[src/lfps_pkg.sv]
`timescale 1ns / 1ps
`default_nettype none
// ----------------------------------------------------------------------------
// lfps_pkg - shared types and constants for the line-follow steering controller
// Register map codes, register reset values and the configuration bundle.
// ----------------------------------------------------------------------------
package lfps_pkg;

  localparam int GAIN_W     = 16;
  localparam int LIM_W      = 8;
  localparam int ANGLE_W    = 8;
  localparam int FIFO_DEPTH = 4;

  typedef enum logic [2:0] {
    REG_GAIN_P         = 3'd0,
    REG_GAIN_I         = 3'd1,
    REG_GAIN_D         = 3'd2,
    REG_INTEGRAL_LIMIT = 3'd3,
    REG_ANGLE_LIMIT    = 3'd4,
    REG_STRAIGHT_ANGLE = 3'd5
  } reg_idx_t;

  localparam logic signed [GAIN_W-1:0] GAIN_P_RST = 16'sd819;
  localparam logic signed [GAIN_W-1:0] GAIN_I_RST = 16'sd0;
  localparam logic signed [GAIN_W-1:0] GAIN_D_RST = 16'sd2458;
  localparam logic [LIM_W-1:0]         ILIM_RST   = 8'd50;
  localparam logic [LIM_W-1:0]         ALIM_RST   = 8'd30;
  localparam logic [ANGLE_W-1:0]       BASE_RST   = 8'd90;

  typedef struct packed {
    logic signed [GAIN_W-1:0] gain_p;
    logic signed [GAIN_W-1:0] gain_i;
    logic signed [GAIN_W-1:0] gain_d;
    logic [LIM_W-1:0]         integral_limit;
    logic [LIM_W-1:0]         angle_limit;
    logic [ANGLE_W-1:0]       straight_angle;
  } cfg_t;

endpackage
`default_nettype wire

[src/lfps_front.sv]
`timescale 1ns / 1ps
`default_nettype none
// ----------------------------------------------------------------------------
// lfps_front - input stage
// Accepts measurements, forms error and position delta, tracks last position.
// ----------------------------------------------------------------------------
module lfps_front import lfps_pkg::*; #(
  parameter int POS_BITS = 10
) (
  input  wire logic                clk,
  input  wire logic                rst_n,
  input  wire logic                in_valid,
  output logic                     in_ready,
  input  wire logic                line_seen,
  input  wire logic [POS_BITS-1:0] position,
  input  wire logic [POS_BITS-1:0] target,
  input  wire logic                q_full,
  output logic                     q_push,
  output logic [2*POS_BITS+2:0]    q_data      // err, delta, line_seen
);

  logic [POS_BITS-1:0]       last_pos_r, last_pos_nxt;
  logic                      known_r, known_nxt;
  logic signed [POS_BITS:0]  err;
  logic signed [POS_BITS:0]  delta;

  assign in_ready = !q_full;
  assign q_push   = in_valid && !q_full;

  always_comb begin
    err   = $signed({1'b0, target}) - $signed({1'b0, position});
    delta = known_r ? ($signed({1'b0, position}) - $signed({1'b0, last_pos_r}))
                    : '0;
    last_pos_nxt = last_pos_r;
    known_nxt    = known_r;
    if (q_push && line_seen) begin
      last_pos_nxt = position;
      known_nxt    = 1'b1;
    end
  end

  assign q_data = {line_seen, delta, err};

  always_ff @(posedge clk) begin
    if (!rst_n) begin
      last_pos_r <= '0;
      known_r    <= 1'b0;
    end else begin
      last_pos_r <= last_pos_nxt;
      known_r    <= known_nxt;
    end
  end

endmodule
`default_nettype wire

[src/lfps_fifo.sv]
`timescale 1ns / 1ps
`default_nettype none
// ----------------------------------------------------------------------------
// lfps_fifo - small synchronous queue
// Decouples the input stage from the arithmetic pipeline.
// ----------------------------------------------------------------------------
module lfps_fifo #(
  parameter int WIDTH = 8,
  parameter int DEPTH = 4
) (
  input  wire logic             clk,
  input  wire logic             rst_n,
  input  wire logic             push,
  input  wire logic [WIDTH-1:0] push_data,
  input  wire logic             pop,
  output logic [WIDTH-1:0]      pop_data,
  output logic                  full,
  output logic                  empty
);

  localparam int AW = (DEPTH > 1) ? $clog2(DEPTH) : 1;
  localparam int CW = $clog2(DEPTH + 1);

  logic [WIDTH-1:0] mem_r [DEPTH];
  logic [AW-1:0]    wp_r, wp_nxt;
  logic [AW-1:0]    rp_r, rp_nxt;
  logic [CW-1:0]    cnt_r, cnt_nxt;
  logic             do_push, do_pop;

  assign full     = (cnt_r == CW'(DEPTH));
  assign empty    = (cnt_r == '0);
  assign do_push  = push && !full;
  assign do_pop   = pop && !empty;
  assign pop_data = mem_r[rp_r];

  always_comb begin
    wp_nxt  = wp_r;
    rp_nxt  = rp_r;
    cnt_nxt = cnt_r;
    if (do_push) begin
      wp_nxt = (wp_r == AW'(DEPTH - 1)) ? '0 : wp_r + 1'b1;
    end
    if (do_pop) begin
      rp_nxt = (rp_r == AW'(DEPTH - 1)) ? '0 : rp_r + 1'b1;
    end
    if (do_push && !do_pop) begin
      cnt_nxt = cnt_r + 1'b1;
    end else if (do_pop && !do_push) begin
      cnt_nxt = cnt_r - 1'b1;
    end
  end

  always_ff @(posedge clk) begin
    if (do_push) begin
      mem_r[wp_r] <= push_data;
    end
  end

  always_ff @(posedge clk) begin
    if (!rst_n) begin
      wp_r  <= '0;
      rp_r  <= '0;
      cnt_r <= '0;
    end else begin
      wp_r  <= wp_nxt;
      rp_r  <= rp_nxt;
      cnt_r <= cnt_nxt;
    end
  end

  a_cnt_bound: assert property (@(posedge clk) disable iff (!rst_n)
    cnt_r <= CW'(DEPTH))
    else $error("fifo count beyond depth");

  a_ptr_gap: assert property (@(posedge clk) disable iff (!rst_n)
    (cnt_r != '0 && cnt_r != CW'(DEPTH)) |-> (wp_r != rp_r))
    else $error("fifo pointers collide while partly filled");

  a_pop_count: assert property (@(posedge clk) disable iff (!rst_n)
    (do_pop && !do_push) |=> (cnt_r == $past(cnt_r) - 1'b1))
    else $error("fifo count not decremented on pop");

endmodule
`default_nettype wire

[src/lfps_back.sv]
`timescale 1ns / 1ps
`default_nettype none
// ----------------------------------------------------------------------------
// lfps_back - PID arithmetic pipeline
// Products, integral update and clamp, correction clamp, base offset, floor and saturate.
// ----------------------------------------------------------------------------
module lfps_back import lfps_pkg::*; #(
  parameter int POS_BITS  = 10,
  parameter int FRAC_BITS = 12
) (
  input  wire logic                 clk,
  input  wire logic                 rst_n,
  input  wire cfg_t                 cfg,
  input  wire logic                 q_empty,
  input  wire logic [2*POS_BITS+2:0] q_data,
  output logic                      q_pop,
  output logic                      out_valid,
  input  wire logic                 out_ready,
  output logic [ANGLE_W-1:0]        steer_angle
);

  localparam int EW  = POS_BITS + 1;
  localparam int PW  = EW + GAIN_W;
  localparam int IW  = FRAC_BITS + LIM_W + 1;
  localparam int TW  = ((PW > IW) ? PW : IW) + 1;
  localparam int SW  = (((PW + 1) > IW) ? (PW + 1) : IW) + 1;
  localparam int CW  = FRAC_BITS + LIM_W + 1;
  localparam int AW  = FRAC_BITS + LIM_W + 3;
  localparam int FW  = AW - FRAC_BITS;

  logic                  adv;
  logic                  in_seen;
  logic signed [EW-1:0]  in_err, in_delta;

  logic                  v1_r, s1_r;
  logic signed [PW-1:0]  pe_r, ie_r, de_r;

  logic                  v2_r, s2_r;
  logic signed [PW:0]    pd_r;
  logic signed [IW-1:0]  i2_r;
  logic signed [IW-1:0]  integ_r, integ_nxt;

  logic                  v3_r, s3_r;
  logic signed [CW-1:0]  cs_r;

  logic                  ov_r;
  logic [ANGLE_W-1:0]    oang_r;

  logic signed [TW-1:0]  itmp, ilim;
  logic signed [SW-1:0]  stmp, alim;
  logic signed [CW-1:0]  cs_nxt;
  logic signed [AW-1:0]  asum;
  logic signed [FW-1:0]  afl;
  logic [ANGLE_W-1:0]    oang_nxt;

  assign adv   = !ov_r || out_ready;
  assign q_pop = adv && !q_empty;
  assign {in_seen, in_delta, in_err} = q_data;

  assign out_valid   = ov_r;
  assign steer_angle = oang_r;

  // integral accumulate and clamp
  always_comb begin
    ilim = $signed(TW'({cfg.integral_limit, {FRAC_BITS{1'b0}}}));
    itmp = TW'(integ_r) + TW'(ie_r);
    if (itmp > ilim) begin
      integ_nxt = IW'(ilim);
    end else if (itmp < -ilim) begin
      integ_nxt = IW'(-ilim);
    end else begin
      integ_nxt = IW'(itmp);
    end
  end

  // correction clamp
  always_comb begin
    alim = $signed(SW'({cfg.angle_limit, {FRAC_BITS{1'b0}}}));
    stmp = SW'(pd_r) + SW'(i2_r);
    if (stmp > alim) begin
      cs_nxt = CW'(alim);
    end else if (stmp < -alim) begin
      cs_nxt = CW'(-alim);
    end else begin
      cs_nxt = CW'(stmp);
    end
  end

  // base offset, floor, saturate
  always_comb begin
    asum = AW'(cs_r) + $signed(AW'({cfg.straight_angle, {FRAC_BITS{1'b0}}}));
    afl  = FW'(asum >>> FRAC_BITS);
    if (!s3_r) begin
      oang_nxt = cfg.straight_angle;
    end else if (afl < 0) begin
      oang_nxt = '0;
    end else if (afl > $signed(FW'(255))) begin
      oang_nxt = '1;
    end else begin
      oang_nxt = afl[ANGLE_W-1:0];
    end
  end

  always_ff @(posedge clk) begin
    if (!rst_n) begin
      v1_r    <= 1'b0;
      v2_r    <= 1'b0;
      v3_r    <= 1'b0;
      ov_r    <= 1'b0;
      integ_r <= '0;
    end else if (adv) begin
      v1_r <= !q_empty;
      v2_r <= v1_r;
      v3_r <= v2_r;
      ov_r <= v3_r;
      if (v1_r && s1_r) begin
        integ_r <= integ_nxt;
      end
    end
  end

  always_ff @(posedge clk) begin
    if (adv) begin
      s1_r   <= in_seen;
      pe_r   <= PW'(in_err) * PW'(cfg.gain_p);
      ie_r   <= PW'(in_err) * PW'(cfg.gain_i);
      de_r   <= PW'(in_delta) * PW'(cfg.gain_d);
      s2_r   <= s1_r;
      pd_r   <= (PW + 1)'(pe_r) + (PW + 1)'(de_r);
      i2_r   <= integ_nxt;
      s3_r   <= s2_r;
      cs_r   <= cs_nxt;
      oang_r <= oang_nxt;
    end
  end

  a_integ_in_limit: assert property (@(posedge clk) disable iff (!rst_n)
    (v2_r && s2_r) |->
      (i2_r <= $signed(IW'({cfg.integral_limit, {FRAC_BITS{1'b0}}})) &&
       i2_r >= -$signed(IW'({cfg.integral_limit, {FRAC_BITS{1'b0}}}))))
    else $error("integral outside its clamp");

  a_corr_in_limit: assert property (@(posedge clk) disable iff (!rst_n)
    (v3_r && s3_r) |->
      (cs_r <= $signed(CW'({cfg.angle_limit, {FRAC_BITS{1'b0}}})) &&
       cs_r >= -$signed(CW'({cfg.angle_limit, {FRAC_BITS{1'b0}}}))))
    else $error("correction outside its clamp");

  a_stall_freeze: assert property (@(posedge clk) disable iff (!rst_n)
    !adv |=> ($stable(v1_r) && $stable(v2_r) && $stable(v3_r) && $stable(integ_r)))
    else $error("pipeline moved during output stall");

endmodule
`default_nettype wire

[src/line_follow_pid_steering.sv]
`timescale 1ns / 1ps
`default_nettype none
// ----------------------------------------------------------------------------
// line_follow_pid_steering - PID steering controller for line following
// Takes one measurement per cycle while the queue has room and returns one
// steering angle per measurement. The result passes through the queue, the
// product stage, the integral stage and the clamp stage and is then held in
// the output register. Throughput, set by the integral update loop, is one
// transaction per cycle while the output is not stalled. A four-entry queue
// behind the input stage absorbs output stalls.
// Registers (byte address 4*index): gain_p, gain_i, gain_d, integral_limit,
// angle_limit, straight_angle; gains are signed with FRAC_BITS fraction bits.
// ----------------------------------------------------------------------------
module line_follow_pid_steering import lfps_pkg::*; #(
  parameter int POS_BITS  = 10,
  parameter int FRAC_BITS = 12
) (
  input  wire logic                clk,
  input  wire logic                rst_n,
  input  wire logic                in_tvalid,
  output logic                     in_tready,
  input  wire logic [((2*POS_BITS+7)/8)*8-1:0] in_tdata, // position, target
  input  wire logic                in_tuser,             // line_seen
  output logic                     out_tvalid,
  input  wire logic                out_tready,
  output logic [ANGLE_W-1:0]       out_tdata,            // steer_angle
  input  wire logic                cfg_psel,
  input  wire logic                cfg_penable,
  input  wire logic                cfg_pwrite,
  input  wire logic [4:0]          cfg_paddr,
  input  wire logic [31:0]         cfg_pwdata,
  output logic [31:0]              cfg_prdata,
  output logic                     cfg_pready
);

  localparam int QW = 2 * POS_BITS + 3;

  cfg_t             cfg_r;
  reg_idx_t         idx;
  logic             wr_en;
  logic             q_push, q_pop, q_full, q_empty;
  logic [QW-1:0]    q_wdata, q_rdata;

  assign cfg_pready = 1'b1;
  assign wr_en      = cfg_psel && cfg_penable && cfg_pwrite && cfg_pready;
  assign idx        = reg_idx_t'(cfg_paddr[4:2]);

  always_ff @(posedge clk) begin
    if (!rst_n) begin
      cfg_r.gain_p         <= GAIN_P_RST;
      cfg_r.gain_i         <= GAIN_I_RST;
      cfg_r.gain_d         <= GAIN_D_RST;
      cfg_r.integral_limit <= ILIM_RST;
      cfg_r.angle_limit    <= ALIM_RST;
      cfg_r.straight_angle <= BASE_RST;
    end else if (wr_en) begin
      unique case (idx)
        REG_GAIN_P:         cfg_r.gain_p         <= cfg_pwdata[GAIN_W-1:0];
        REG_GAIN_I:         cfg_r.gain_i         <= cfg_pwdata[GAIN_W-1:0];
        REG_GAIN_D:         cfg_r.gain_d         <= cfg_pwdata[GAIN_W-1:0];
        REG_INTEGRAL_LIMIT: cfg_r.integral_limit <= cfg_pwdata[LIM_W-1:0];
        REG_ANGLE_LIMIT:    cfg_r.angle_limit    <= cfg_pwdata[LIM_W-1:0];
        REG_STRAIGHT_ANGLE: cfg_r.straight_angle <= cfg_pwdata[ANGLE_W-1:0];
        default: ;
      endcase
    end
  end

  always_comb begin
    unique case (idx)
      REG_GAIN_P:         cfg_prdata = {16'd0, cfg_r.gain_p};
      REG_GAIN_I:         cfg_prdata = {16'd0, cfg_r.gain_i};
      REG_GAIN_D:         cfg_prdata = {16'd0, cfg_r.gain_d};
      REG_INTEGRAL_LIMIT: cfg_prdata = {24'd0, cfg_r.integral_limit};
      REG_ANGLE_LIMIT:    cfg_prdata = {24'd0, cfg_r.angle_limit};
      REG_STRAIGHT_ANGLE: cfg_prdata = {24'd0, cfg_r.straight_angle};
      default:            cfg_prdata = '0;
    endcase
  end

  lfps_front #(
    .POS_BITS (POS_BITS)
  ) u_front (
    .clk       (clk),
    .rst_n     (rst_n),
    .in_valid  (in_tvalid),
    .in_ready  (in_tready),
    .line_seen (in_tuser),
    .position  (in_tdata[POS_BITS-1:0]),
    .target    (in_tdata[2*POS_BITS-1:POS_BITS]),
    .q_full    (q_full),
    .q_push    (q_push),
    .q_data    (q_wdata)
  );

  lfps_fifo #(
    .WIDTH (QW),
    .DEPTH (FIFO_DEPTH)
  ) u_fifo (
    .clk       (clk),
    .rst_n     (rst_n),
    .push      (q_push),
    .push_data (q_wdata),
    .pop       (q_pop),
    .pop_data  (q_rdata),
    .full      (q_full),
    .empty     (q_empty)
  );

  lfps_back #(
    .POS_BITS  (POS_BITS),
    .FRAC_BITS (FRAC_BITS)
  ) u_back (
    .clk         (clk),
    .rst_n       (rst_n),
    .cfg         (cfg_r),
    .q_empty     (q_empty),
    .q_data      (q_rdata),
    .q_pop       (q_pop),
    .out_valid   (out_tvalid),
    .out_ready   (out_tready),
    .steer_angle (out_tdata)
  );

endmodule
`default_nettype wire
[config.mk]
export PLATFORM = sky130hd
export DESIGN_NAME = line_follow_pid_steering
export DESIGN_NICKNAME = d
export VERILOG_FILES = /design/src/lfps_pkg.sv /design/src/lfps_front.sv /design/src/lfps_fifo.sv /design/src/lfps_back.sv /design/src/line_follow_pid_steering.sv
export SDC_FILE = /design/constraint.sdc
export NUM_CORES = 2
export LEC_CHECK = 0
export BUFFER_PORTS_ARGS = -buffer_cell sky130_fd_sc_hd__buf_2
export CAP_MARGIN = 20
export CORE_UTILIZATION = 28
export CTS_BUF_LIST = sky130_fd_sc_hd__clkbuf_8 sky130_fd_sc_hd__clkbuf_16
export CTS_CLUSTER_SIZE = 28
export DETAILED_ROUTE_END_ITERATION = 6
export GPL_ROUTABILITY_DRIVEN = 0
export PLACE_DENSITY = 0.44
export SLEW_MARGIN = 40
export SYNTH_ARGS = -nofsm -noshare
export SYNTH_HDL_FRONTEND = slang
export SYNTH_SLANG_ARGS = --single-unit
[constraint.sdc]
create_clock -name clk -period 8.4 [get_ports clk]
set_clock_uncertainty 0.05 [all_clocks]
set_input_delay 1.68 -clock clk [delete_from_list [all_inputs] [get_ports clk]]
set_output_delay 1.68 -clock clk [all_outputs]
set_load 0.005 [all_outputs]
# [Yosys cells after proc, flatten, opt, wreduce, memory -nomap -nowiden]
# Memory sizes are Yosys's and may differ from the RTL's. A register that Yosys moved wholly into a read port is not among the register bits.
# Index checks and enable logic that the tools add are counted.
[word_totals] register_bits=277 latch_bits=0 ram_bits=92 romBits=0 input_bits=69 output_inout_bits=43 word_cells=100 mem_count=1
[op_classes] n_addsub=12 n_mul=3 div_mod_pow=0 order_cmp=6 eq_ne=8 n_shift=0 mux=17 bitwise_logic=0 reduce_logical=26
[mem_list] memory="u_fifo.mem_r" depth=4 width=23 rd=1 rd_clocked_by_memory_dff=1 write_ports=1 line="lfps_fifo.sv:24" text="logic [WIDTH-1:0] mem_r [DEPTH];"
[op_table] operator="one-hot mux 16 bit (6 select lines)" n=1
[op_table] operator="multiplier 11 x 16 -> 27 bit" n=3
[op_table] operator="2-to-1 mux 21 bit" n=3
[op_table] operator="adder 28 x 21 -> 29 bit" n=1
[op_table] operator="greater-than comparator 29 x 21 -> 1 bit" n=1
[op_table] operator="< comparator 29 bit" n=1
[op_table] operator="negation 20 -> 29 bit" n=1
[op_table] operator="adder 21 x 27 -> 28 bit" n=1
[op_table] operator="adder 27 x 27 -> 28 bit" n=1
[op_table] operator="greater-than comparator 28 x 21 -> 1 bit" n=1
[op_table] operator="< comparator 28 bit" n=1
[op_table] operator="negation 20 -> 28 bit" n=1
[op_table] operator="2-to-1 mux 8 bit" n=3
[op_table] operator="adder 21 x 21 -> 22 bit" n=1
[op_table] operator="subtractor 10 x 10 -> 11 bit" n=2
[op_table] operator="2-to-1 mux 20 bit" n=1
[op_table] operator="AND reduction 2 bit" n=7
[op_table] operator="2-to-1 mux 11 bit" n=1
[op_table] operator="greater-than comparator 10 x 9 -> 1 bit, second input constant" n=1
[op_table] operator="logical AND 1 bit" n=10
[op_table] operator="< comparator 10 x 1 -> 1 bit, second input constant" n=1
[op_table] operator="== test 3 bit, second input constant" n=3
[op_table] operator="2-to-1 mux 2 bit" n=4
[op_table] operator="== test 3 x 2 -> 1 bit, second input constant" n=2
[op_table] operator="other kinds (11)" n=20

# [Longest topological paths before layout]
[logic_depth] ltp_word=8 depth_mapped=26 ltp_nobuf=24

# [Hierarchy]
# From an unflattened synthesis, not the netlist that was laid out.
[unflattened] cells_unflattened=4114 hier_area_um2=39845.7
[modules_own_cells] mod="lfps_back" instances=1 cells_each=3387 area_per_inst_um2=31144.9 seq_area_each_um2=5004.8
[modules_own_cells] mod="lfps_fifo" instances=1 cells_each=171 area_per_inst_um2=3829.9 seq_area_each_um2=2942.8
[modules_own_cells] mod="line_follow_pid_steering" instances=1 cells_each=373 area_per_inst_um2=3489.6 seq_area_each_um2=1441.4
[modules_own_cells] mod="lfps_front" instances=1 cells_each=183 area_per_inst_um2=1381.3 seq_area_each_um2=220.2

# [Least setup slack after synthesis]
# OpenSTA, ideal clock, no wires.
[synth_path] kind="register -> register" from="register with a tool-made name" to="register u_back.ie_r[26], data pin" setup_time_ps=260 t_arrival_ps=6568 t_required_ps=8090 setup_slack_ps=1523 stages_incl_launch_ff=23 synth_period_minus_slack_ps=6877 path_cell_list="dfxtp_1 clkbuf_1 buf_1 mux4_2 clkbuf_1 nand2_1 fa_1 fa_1 inv_1 fa_1 fa_1 inv_1 fa_1 inv_1 ha_1 or3_1 o31ai_1 o21a_1 a311o_1 a31oi_1 a21o_1 a21oi_1 xnor2_1"
[synth_lines] element="end signal: assignment" line="lfps_back.sv:126" text="ie_r <= PW'(in_err) * PW'(cfg.gain_i);"
[synth_lines] element="end: declaration" line="lfps_back.sv:36" text="logic signed [PW-1:0] pe_r, ie_r, de_r;"

==> results.cfg <==
[routing]
drc = 0
dr.pass1.iters = 5
drt-total-wl_mm = 105
final_antenna_net_count = 0
drt-initial-drc-count = 1660
via_per_inst = 4.57
num_vias = 27600
wl_per_cell_um = 17.4

[floorplan]
std_cell_rows = 137
die_x_um = 377
die_area_sq_um = 142000
core_sq_um = 140000
die_y_um = 377
start_util_pct = 28.2
pin_count = 112

[sta]
report.final.slew_viol_count = 0
setup_viol = 0
fin_tns_setup_ns = 0
hold_violations = 0
post-route-min-period_ns = 7.23
tightestPinTransition_ns = 0.894
clock.fmax_mhz = 138
holdWs_ns = 0.414
rsz0062_at_grt = no
finalCritPeriodShare_pct = 86.1
relSlewSlack_pct = 39.8

[worst_setup_path]
cp_num_buf_inv = 3
slowest_stage = mux4_2
critPathLaunchType = flip-flop
rrSetupSlack_ns = 1.17
reg2regPathDepth = 18
endpoint_kind = flip-flop
rr_endpoint = u_back.ie_r[25]
worstPathMaxFanout = 32
max_stage_delay_ns = 0.85
cp.required_ns = 8.69
crit_family = adder cells
timing.critical_path.mode_cell = fa_1
critPathArrivalTime_ns = 7.52
cp_cell_sequence = buf_4 -> mux4_2 -> and2_1 -> fa_1 -> fa_1 -> fa_1 -> fa_1 -> inv_1 -> fa_1 -> inv_1 -> ha_1 -> nand3_1 -> a211oi_1 -> o2111ai_1 -> a31oi_1 -> a211o_1 -> a21oi_1 -> xnor2_1
crit_type = flip-flop to flip-flop

[job]
max_cap_violations = 0

[grt]
grt_max_degree = 98
grt_pass1_wl_mm = 165
grtUsageTotal_pct = 15.0
antenna_found_initial = 4
grt_pass1_vias = 28300
grt_overflow = 0

[synthesis]
syn_inst = 4113
yosys.area.top_type = fa_1
synth_area_leaders = fa_1 25%, edfxtp_1 18%, ha_1 11%
yosysSeqAreaShare_pct = 24.3
synth_top_flop_cell = edfxtp_1
yosysWarnings = 0
ys_ff_latch = 359
async_flop_share_pct = 0
synth_area_sq_um = 39500
syn_avg_cell_area_sq_um = 9.59
synth_edf_count = 242
synth_cell_types = 82
netlist.area_leader.share_pct = 25.0

[cells_and_area]
layout_common_cells = 707 x inv_1, 493 x fa_1, 490 x nand2_1, 340 x ha_1, 242 x edfxtp_1
fin_nets = 5016
area_delta_synth_final_pct = 9.84
drive_gt1_share_pct = 6.55
final_common_cell = inv_1

[hold_path]
worstHoldStart = u_front.last_pos_r[7]
whs_path_depth = 2
min_path_type = flip-flop to flip-flop
min_to = u_front.last_pos_r[7]

[clock_tree]
worst_skew_pair.late_latency_ns = 0.59
cts_resized = 0
h-tree-depth = 2
cts_tree = built
cts.reportedPaths.clkPinSlew_ns = 0.06
clk_path_buf_depth = 3
cts_hold_buf = 0
cts.sinks = 359
postCtsSetupBuffers = 0
root_buffer = clkbuf_16
cts_buffers = 45

[run_status]
status = finished, final reports clean

[place]
portBuffers = 72
dp_hpwl_mm = 84.0
## worst max path at each step
stage / slack (ns) / depth (start not counted) / endpoint / from
global route: 0.70 / 18 / u_back.ie_r[25] / flip-flop
detailed placement: 1.13 / 18 / u_back.ie_r[25] / flip-flop
global placement: 1.13 / 18 / u_back.ie_r[25] / flip-flop
finish: 1.17 / 18 / u_back.ie_r[25] / flip-flop
floorplan: 1.52 / 22 / u_back.ie_r[26] / flip-flop
CTS: 1.10 / 18 / u_back.ie_r[25] / flip-flop
## cell families (layout without fill, tap and decap cells)
family                     after synthesis  in the layout  share of synthesized area, %
AOI/OAI and AO/OA                      587            587                          10.0
DFF                                    359            359                          24.3
muxes                                   94             94                          3.08
xor gates and xnor gates               166            166                          3.68
other                                    2             20                        0.0190
and+or+nand+nor                       1196           1196                          14.5
adders and majority gates              833            833                          35.8
buffers and inverters                  876            898                          8.57
## worst register-to-register path, cell delays in order (launching register included)
cell,delay (ns)
dfxtp_1,0.66
buf_4,0.27
mux4_2,0.85
and2_1,0.34
fa_1,0.49
fa_1,0.53
fa_1,0.53
fa_1,0.54
inv_1,0.05
fa_1,0.52
inv_1,0.04
ha_1,0.38
nand3_1,0.11
a211oi_1,0.56
o2111ai_1,0.29
a31oi_1,0.36
a211o_1,0.19
a21oi_1,0.07
xnor2_1,0.13
## routing by layer
metal | wire length (um) | up-vias | global-route usage [%] | part of all wire (%)
li1 | - | 13300 | - | -
met1 | 51400 | 13700 | 21.3 | 49
met2 | 47800 | 453 | 24.5 | 46
met3 | 3430 | 89 | 1.50 | 3.3
met4 | 1980 | 0 | 2.91 | 1.9
met5 | 0 | - | 0 | 0
## cell type report
class	instances	area (sq um)
well taps	1876	2350
clock buffers	50	1220
clock inverters	33	262
fillers	14600	96400
diodes	3	7.51
flip-flops and latches	359	9610
multi-input cells	2893	26600
repair buffers	116	707
inverters	699	2630
## registers in the layout, indices dropped and copies added, names as in the netlist, 2 cells and up, named ones only
register / cells
u_front.last_pos_r: 10
u_back.de_r: 27
cfg_r: 72
u_back.pe_r: 27
u_fifo.cnt_r: 3
u_back.cs_r: 9
u_back.i2_r: 21
u_back.pd_r: 28
u_fifo.wp_r: 2
u_back.steer_angle: 8
u_fifo.mem_r: 92
u_fifo.rp_r: 2
u_back.integ_r: 21
u_back.ie_r: 27
## through the flow
stage | instances | setup slack (ns) | instance area, sq um | utilization, %
2_1_floorplan | 4128 | 1.52 | 39500 | -
3_3_place_gp | 5943 | 1.13 | 41800 | 29.9
3_5_place_dp | 5943 | 1.13 | 41800 | 30.0
4_1_cts | 6026 | 1.10 | 43300 | 31.0
5_1_grt | 6026 | 0.699 | 43300 | 31.0
6_report | 6029 | 1.17 | 43300 | 31.0
## cells in the mapped netlist, types with 15 or more instances
master / instances
mux2i_1: 62
nor2b_1: 47
and2_1: 234
xor2_1: 44
o21a_1: 30
inv_1: 698
xnor2_1: 122
a21boi_0: 58
clkbuf_1: 146
edfxtp_1: 242
a31oi_1: 19
nor3_1: 48
nand2b_1: 24
nand3_1: 41
mux4_2: 21
or2_2: 21
and3_1: 18
a211oi_1: 18
nand2_1: 492
a21oi_1: 146
buf_4: 17
nand4_1: 21
nor2_1: 191
o21bai_1: 19
dfxtp_1: 117
a21o_1: 60
o211ai_1: 16
o31ai_1: 20
ha_1: 340
fa_1: 493
o21ai_0: 83
o22ai_1: 15
Power is left out: the tool's default activity adds up to more than one toggle a clock period on the data nets, which glitch-free logic cannot reach.
